## src/a2l_pkg.sv

```systemverilog
// shared types and constants of the annex-b to length-prefixed nal converter
`timescale 1ns / 1ps
`default_nettype none

package a2l_pkg;

  localparam int DEF_BUF_BYTES = 65536;
  localparam int DEF_NAL_SLOTS = 64;

  localparam logic [7:0] START_BYTE    = 8'h01;
  localparam logic [4:0] NAL_TYPE_MASK = 5'h1F;
  localparam logic [4:0] NAL_TYPE_AUD  = 5'd9;

  // item kind carried in in_tuser
  typedef enum logic [1:0] {
    CMD_BYTE = 2'd0,
    CMD_END  = 2'd1,
    CMD_TICK = 2'd2
  } cmd_t;

  // output sequencer: idle, length bytes 1..3 sent, payload
  typedef enum logic [2:0] {
    PH_IDLE = 3'd0,
    PH_LEN1 = 3'd1,
    PH_LEN2 = 3'd2,
    PH_LEN3 = 3'd3,
    PH_PAY  = 3'd4
  } phase_t;

  // record queue controls
  typedef struct packed {
    logic push;
    logic push_last;
    logic set_last;
    logic pop;
  } rq_ctl_t;

  // one result item before the store byte is merged in
  typedef struct packed {
    logic [7:0] data;
    logic       is_len;
    logic       pend;
    logic       pempty;
    logic       ovf;
    logic       from_store;
  } out_item_t;

endpackage

`default_nettype wire

```

## src/a2l_out_stage.sv

```systemverilog
// result pipeline: store read stage and output register with backpressure
`timescale 1ns / 1ps
`default_nettype none

module a2l_out_stage (
  input  wire logic               clk,
  input  wire logic               rst_n,
  input  wire logic               item_v,
  input  wire a2l_pkg::out_item_t item,
  input  wire logic [7:0]         store_data,
  output logic                    take,
  output logic                    out_tvalid,
  input  wire logic               out_tready,
  output logic [15:0]             out_tdata,   // [7:0] out_byte, [8] overflow
  output logic [1:0]              out_tuser,   // [0] is_length_byte, [1] packet_empty
  output logic                    out_tlast
);

  logic               s1_v_r, s1_v_nxt;
  a2l_pkg::out_item_t s1_r;
  logic               out_v_r, out_v_nxt;
  logic               s1_move;
  logic [7:0]         out_byte_r;
  logic               out_len_r, out_end_r, out_empty_r, out_ovf_r;

  assign s1_move = s1_v_r && (!out_v_r || out_tready);
  assign take    = !s1_v_r || s1_move;

  always_comb begin
    s1_v_nxt = s1_v_r;
    if (item_v) begin
      s1_v_nxt = 1'b1;
    end else if (s1_move) begin
      s1_v_nxt = 1'b0;
    end
    out_v_nxt = out_v_r;
    if (s1_move) begin
      out_v_nxt = 1'b1;
    end else if (out_tready) begin
      out_v_nxt = 1'b0;
    end
  end

  always_ff @(posedge clk) begin
    if (!rst_n) begin
      s1_v_r  <= 1'b0;
      out_v_r <= 1'b0;
    end else begin
      s1_v_r  <= s1_v_nxt;
      out_v_r <= out_v_nxt;
    end
  end

  always_ff @(posedge clk) begin
    if (item_v) begin
      s1_r <= item;
    end
    if (s1_move) begin
      out_byte_r  <= s1_r.from_store ? store_data : s1_r.data;
      out_len_r   <= s1_r.is_len;
      out_end_r   <= s1_r.pend;
      out_empty_r <= s1_r.pempty;
      out_ovf_r   <= s1_r.ovf;
    end
  end

  assign out_tvalid = out_v_r;
  assign out_tdata  = {7'b0, out_ovf_r, out_byte_r};
  assign out_tuser  = {out_empty_r, out_len_r};
  assign out_tlast  = out_end_r;

endmodule

`default_nettype wire

```

## config.mk

```make
export PLATFORM = sky130hd
export DESIGN_NAME = a2l_out_stage
export DESIGN_NICKNAME = d
export VERILOG_FILES = /design/src/a2l_pkg.sv /design/src/a2l_out_stage.sv
export SDC_FILE = /design/constraint.sdc
export NUM_CORES = 1
export LEC_CHECK = 0
export BUFFER_PORTS_ARGS = -buffer_cell sky130_fd_sc_hd__clkbuf_2
export CORE_MARGIN = 1
export CORE_UTILIZATION = 45
export DETAILED_ROUTE_END_ITERATION = 10
export PLACE_DENSITY_LB_ADDON = 0.3
export SLEW_MARGIN = 10
export SYNTH_ARGS = -nofsm -noshare
export SYNTH_HDL_FRONTEND = slang
export SYNTH_SLANG_ARGS = --single-unit
```

## constraint.sdc

```tcl
create_clock -name clk -period 2.1 [get_ports clk]
set_clock_uncertainty 0.1 [all_clocks]
set_input_delay 0.21 -clock clk [delete_from_list [all_inputs] [get_ports clk]]
set_output_delay 0.21 -clock clk [all_outputs]
set_load 0.1 [all_outputs]
```

-- Yosys cells after proc, flatten, opt, wreduce, memory -nomap -nowiden
Cells that the tools add are included.
- register bits after elaboration: 27
- input bits: 25
- output and inout port bits: 21
- logic and storage cells: 25
- mux-type cells: 5
- reductions and logical operators: 7
- operator list (operator ; number):
    2-to-1 mux 8 bit ; 1
    2-to-1 mux 1 bit ; 4
    nonzero test 2 bit ; 2
    zero test 1 bit ; 2
    logical OR 1 bit ; 2
    logical AND 1 bit ; 1

-- Depth between registers and ports, before layout
Gate-level depths: netlist (run 1).
- word-level depth: 5
- gate-level depth with buffers: 2
- gate-level depth less buffers: 2

-- Worst setup path after synthesis (run 1)
Ideal clock, no wire load.
- path kind: reg-to-output
- start: register out_v_r (netlist: out_tvalid)
- end: output take
- arrival time: 1.821 ns
- data required time: 1.790 ns
- path slack: -0.031 ns
- stages on the path, launching flop included: 3
- path buffers: 0
- path through: dfxtp_1 -> nor2b_1 -> nand2_1
- word-level cells in the longest chain between the ends: 4
- RTL lines (item ; line ; source):
    start, declared ; a2l_out_stage.sv:21 ; logic out_v_r, out_v_nxt;
    start signal, assigned ; a2l_out_stage.sv:50 ; out_v_r <= out_v_nxt;
    zero test 1 bit ; a2l_out_stage.sv:26 ; assign s1_move = s1_v_r && (!out_v_r || out_tready);
    logical OR 1 bit ; a2l_out_stage.sv:26 ;
    logical AND 1 bit ; a2l_out_stage.sv:26 ;
    logical OR 1 bit ; a2l_out_stage.sv:27 ; assign take = !s1_v_r || s1_move;
    end, declared ; a2l_out_stage.sv:11 ; output logic take,
Every way passes these cells.

-- Final worst setup path (run 1)
Same ends and word-level chain as after synthesis.

==> results_dict.tcl, run 1 <==
set metrics [dict create \
    drt_first_pass_iters 3 \
    clock_tree.root_cell "clkbuf_4" \
    grt_pass1_wl_um 2260 \
    cts_resized 0 \
    slew_headroom_pct 63.9 \
    hp-class "input pin to flip-flop" \
    yosys_register_bits 27 \
    nets 130 \
    min_period_ns 1.65 \
    antenna_cells 0 \
    final_common_cell "clkbuf_2" \
    start_util_pct 47.5 \
    min_period_over_period_pct 78.6 \
    drv_slew 0 \
    routedWlPerCell_um 10.9 \
    path_depth 3 \
    seq_power_share_pct 58.6 \
    yosys_warnings 0 \
    grt_max_degree 15 \
    internal_power_uw 773 \
    r2r_start "s1_r[0]" \
    crit_fanout 4 \
    dr_total_vias 551 \
    end_kind "output pin" \
    critPathLaunchType "flip-flop" \
    avgSynthCellArea_um2 19.6 \
    p_per_area_nw_per_um2 807 \
    fin_setup_tns_ns 0 \
    r2r-end "out_byte_r[2]" \
    grt_usage_pct 12.6 \
    yosysUniqueCellTypes 11 \
    die_area_um2 2510 \
    cts_tree "done" \
    worstPathRequired_ns 1.79 \
    grt_overflow 0 \
    outcome "finished clean" \
    crit_type "flip-flop to output pin" \
    clkSlewWorstSetupHoldPaths_ns 0.12 \
    p_sw_uw 329 \
    switching_share_pct 29.9 \
    n_fill_cell 174 \
    tightest_slew_ns 0.544 \
    critPathBufInv 1 \
    pin_count 46 \
    ant_nets 0 \
    holdPathStages 2 \
    worstPathCellList "nor2b_1 > nand2_1 > clkbuf_2" \
    drv_cap 0 \
    routed_wl_um 1440 \
    reg2regPathDepth 1 \
    seq_area_frac_synth_pct 76.1 \
    htree_num_levels 1 \
    finalWeightedCongestion 0.596 \
    core_area_um2 2190 \
    max_freq_ghz 0.606 \
    post-route-drc-count 0 \
    areaGrowthSynthToFinish_pct 31.4 \
    drt-initial-drc-count 7 \
    hold_viol 0 \
    pwr-share-clk_pct 18.4 \
    clock_latency_ns 0.30 \
    fp-row-count 17 \
    syn_inst 53 \
    crit_start "out_tvalid" \
    final_cell_mix "38 x clkbuf_2, 25 x edfxtp_1, 13 x dlygate4sd3_1, 8 x mux2_4, 7 x conb_1" \
    dp_hpwl_um 1070 \
    hp-start "rst_n" \
    cts.path.max_buffers 2 \
    netlist_area_um2 1040 \
    io_buffers 38 \
    arrival_ns 1.34 \
    antenna_found_initial 0 \
    combinationalPowerShare_pct 23.0 \
    cts_buffers 3 \
    via_per_inst 4.17 \
    leakagePower_uw 0.000591 \
    setup_viol 0 \
    endpoint "take" \
    slowest_delay_ns 0.37 \
    dieWidth_um 50.1 \
    cts_sinks 27 \
    ir_drop_v 0.000472 \
    final_util_pct 62.4 \
    r2r_setup_slack_ns 0.78 \
    rsz0062_at_grt "false" \
    crit_family "buffers and inverters" \
    die_h_um 50.1 \
    grt_pass1_vias 546 \
    crit_path_top_delay_cell "clkbuf_2" \
    drive_above_1_share_pct 49.0 \
]
==> timing repair <==
item,4_1_cts,5_1_grt
setup buffers,0,0
hold buffers,13,0
endpoints found under the hold margin,13,0
==> metal layers <==
layer	share of wire [%]	track usage (%)
met1	37	13.2
met2	57	24.2
met3	5.0	2.78
met4	0.76	4.29
met5	0	0
==> power by group through the flow <==
stage	sequential, uW	clock [uW]	combinational, uW
global placement	656	0	233
CTS	647	208	254
finish	646	203	253
detailed placement	660	0	235
global route	651	233	262
floorplan	731	0	134
==> worst min path at each step <==
| stage | endpoint |
|---|---|
| finish | out_tvalid |
| global route | out_tvalid |
| CTS | out_tvalid |
| detailed placement | s1_r[1] |
| global placement | s1_r[3] |
| floorplan | s1_r[0] |
==> cells in the mapped netlist <==
master	number	area, um2
nor2b_1	2	12.5
nand2_1	1	3.75
conb_1	1	3.75
o21a_1	1	7.51
a22o_1	1	8.76
buf_4	10	75.1
dfxtp_1	2	40.0
buf_6	1	11.3
and2_1	1	6.26
mux2_4	8	120
edfxtp_1	25	751
==> layout make-up <==
cell class	count	area, um2	area share, %
timing repair buffer	52	328	24.0
tap	28	35.0	2.56
clock buffer	4	26.3	1.92
sequential	27	792	58.0
multi-input combinational	21	185	13.6
==> metrics by stage <==
stage	total power [uW]	instances	worst slack [ns]	hold WS, ns	area [um2]
finish	1100	132	0.450	0.0394	1370
global route	1150	132	0.381	0.0254	1370
CTS	1110	132	0.428	0.0350	1370
detailed placement	895	115	0.769	0.289	1210
global placement	889	115	0.804	0.289	1210
floorplan	864	59	0.280	0.209	1060
==> kinds of logic (layout without fill, tap and decap cells) <==
logic type / Yosys count / count (layout) / synth area share [%]
DFF: 27 / 27 / 76.1
buffers and inverters: 11 / 56 / 8.30
muxes: 8 / 8 / 11.6
and+or+nand+nor: 4 / 4 / 2.17
AOI/OAI and AO/OA: 2 / 2 / 1.56
other: 1 / 7 / 0.361
==> state kept, by name, summed over array words and instances, names as in the netlist <==
signal / flops
out_tvalid: 1
out_empty_r: 1
out_byte_r: 8
out_len_r: 1
s1_v_r: 1
s1_r: 13
out_tlast: 1
out_ovf_r: 1
No activity file was read; power rests on OpenSTA's default activity.
==> inputs of run 2 (changes only) <==
--- a/config.mk
+++ b/config.mk
@@ -7,7 +7,7 @@
 export LEC_CHECK = 0
 export BUFFER_PORTS_ARGS = -buffer_cell sky130_fd_sc_hd__clkbuf_2
 export CORE_MARGIN = 1
-export CORE_UTILIZATION = 45
+export CORE_UTILIZATION = 41
 export DETAILED_ROUTE_END_ITERATION = 10
 export PLACE_DENSITY_LB_ADDON = 0.3
 export SLEW_MARGIN = 10
==> constraint.sdc (replaced) <==
create_clock -name clk -period 1.4 [get_ports clk]
set_clock_uncertainty 0.1 [all_clocks]
set_input_delay 0.14 -clock clk [delete_from_list [all_inputs] [get_ports clk]]
set_output_delay 0.14 -clock clk [all_outputs]
set_load 0.1 [all_outputs]
==> run 2 against run 1 <==
  * Power is 53% higher
  * First-iteration DRC count is the same
  * Cell count increased by 2.3%
  * Non-clock buffer count rose by 3
  * Worst setup slack worse by 0.42 ns
  * Sequential share of layout area shrank 3.0 points
  * Die area increased by 9.4%
  * Clock power rose by 55%
  * Sequential power rose by 49%
  * Critical path type unchanged
  * Critical path depth did not move
  * Wire length grew 8.5%
  * Largest cell class unchanged
  * Clock-buffer cell count stayed put
==> results_dict.tcl, run 2 (same netlist as run 1, synthesis figures left out) <==
set metrics [dict create \
    outcome "finished clean" \
    via_per_inst 4.36 \
    die_h_um 52.4 \
    seq_power_share_pct 57.0 \
    areaGrowthSynthToFinish_pct 39.1 \
    critPathLaunchType "flip-flop" \
    n_fill_cell 173 \
    dp_cells 116 \
    leakagePower_uw 0.000629 \
    hold_viol 0 \
    die_area_um2 2740 \
    grt_pass1_wl_um 2310 \
    drive_above_1_share_pct 51.4 \
    grt_overflow 0 \
    start_util_pct 45.3 \
    pin_count 46 \
    drv_cap 0 \
    min_period_ns 1.37 \
    p_sw_uw 510 \
    cts.path.max_buffers 2 \
    cts_tree "done" \
    combinationalPowerShare_pct 24.3 \
    antenna_found_initial 0 \
    hp-class "input pin to flip-flop" \
    clock_tree.root_cell "clkbuf_4" \
    dr_total_vias 589 \
    grt_pass1_vias 540 \
    drv_slew 0 \
    htree_num_levels 1 \
    arrival_ns 1.13 \
    end_kind "output pin" \
    min_period_over_period_pct 97.5 \
    setup_viol 0 \
    crit_type "flip-flop to output pin" \
    clkSlewWorstSetupHoldPaths_ns 0.13 \
    antenna_cells 0 \
    pwr-share-clk_pct 18.7 \
    largest_reg_flops 13 \
    final_cell_mix "25 x edfxtp_1, 24 x clkbuf_2, 15 x dlygate4sd3_1, 8 x mux2_4, 8 x buf_2" \
    ir_drop_v 0.000819 \
    reg_top3 "s1_r: 13 flops, out_byte_r: 8 flops" \
    power_uw 1690 \
    max_freq_ghz 0.732 \
    dp_hpwl_um 1030 \
    io_buffers 38 \
    switching_share_pct 30.3 \
    routedWlPerCell_um 11.6 \
    grt_usage_pct 12.6 \
    finalWeightedCongestion 0.655 \
    rsz0062_at_grt "true" \
    fin_setup_tns_ns 0 \
    cts_sinks 27 \
    fp-row-count 17 \
    post-route-drc-count 0 \
    routed_wl_um 1570 \
    p_per_area_nw_per_um2 1170 \
    final_common_cell "edfxtp_1" \
    ant_nets 0 \
    dieWidth_um 52.4 \
    drt-initial-drc-count 7 \
    core_area_um2 2300 \
    grt_max_degree 15 \
    nets 133 \
    crit_fanout 4 \
    clock_latency_ns 0.31 \
    fin_cells 135 \
    worstPathRequired_ns 1.16 \
    largest_register "s1_r" \
    cts_setup_buffers 0 \
    internal_power_uw 1180 \
    drt_first_pass_iters 3 \
    cts_buffers 3 \
]
==> run 2: cell count changes in the layout (fill, tap and decap cells not counted), moves of 2 or more <==
cell,previous run,this run
clkbuf_2,38,24
buf_2,0,8
buf_4,1,7
dlygate4sd3_1,13,15
nor2b_1,2,0
nor2b_4,0,2
==> run 2: worst paths after layout <==
path                       from             to  slack, ns  cells past startpoint
setup / recovery     out_tvalid           take       0.03                      3
hold / removal    store_data[4]  out_byte_r[4]       0.02                      2
setup reg to reg         s1_v_r  out_byte_r[1]       0.16                      1
hold reg to reg         s1_r[1]      out_ovf_r       0.34                      0
==> run 2: layout make-up <==
type                            instances  area (um2)  share of cell area [%]
Sequential cell                        27         795                    54.9
Timing Repair Buffer                   55         383                    26.5
Multi-Input combinational cell         21         208                    14.4
Tap cell                               28        35.0                    2.42
Clock buffer                            4        26.3                    1.82
==> run 2: critical path: stages (launching register included) <==
cell,delay [ns]
dfxtp_4,0.36
nor2b_4,0.21
nand2_4,0.07
buf_12,0.16
==> run 2: per-stage QoR <==
stage               area, um2  util [%]  hold WS (ns)  setup WS, ns
floorplan                1080         -         0.139        0.0496
global placement         1260      55.1         0.219         0.140
detailed placement       1260      55.1         0.219         0.104
CTS                      1440      62.5       0.00716       0.00682
global route             1450      63.0       0.00222       -0.0237
finish                   1450      63.0        0.0223        0.0343
==> run 2: routing by layer <==
| metal | routed length, um | global-route usage [%] |
|---|---|---|
| met3 | 99 | 2.90 |
| met4 | 35 | 9.21 |
| met2 | 822 | 20.5 |
| met5 | 0 | 0 |
| met1 | 608 | 14.3 |
==> run 2: repair_timing <==
action,4_1_cts,5_1_grt
hold endpoints to repair,15,1
resized for setup,1,8
hold buffers,14,1
cloned,0,0
endpoints found under the setup margin,1,9
==> run 2: power by group through the flow <==
| stage | Sequential [uW] | Combinational (uW) | Clock (uW) |
|---|---|---|---|
| 2_1_floorplan | 1100 | 204 | 0 |
| 3_3_place_gp | 977 | 373 | 0 |
| 3_5_place_dp | 980 | 376 | 0 |
| 4_1_cts | 962 | 408 | 336 |
| 5_1_grt | 966 | 424 | 369 |
| 6_report | 961 | 410 | 315 |
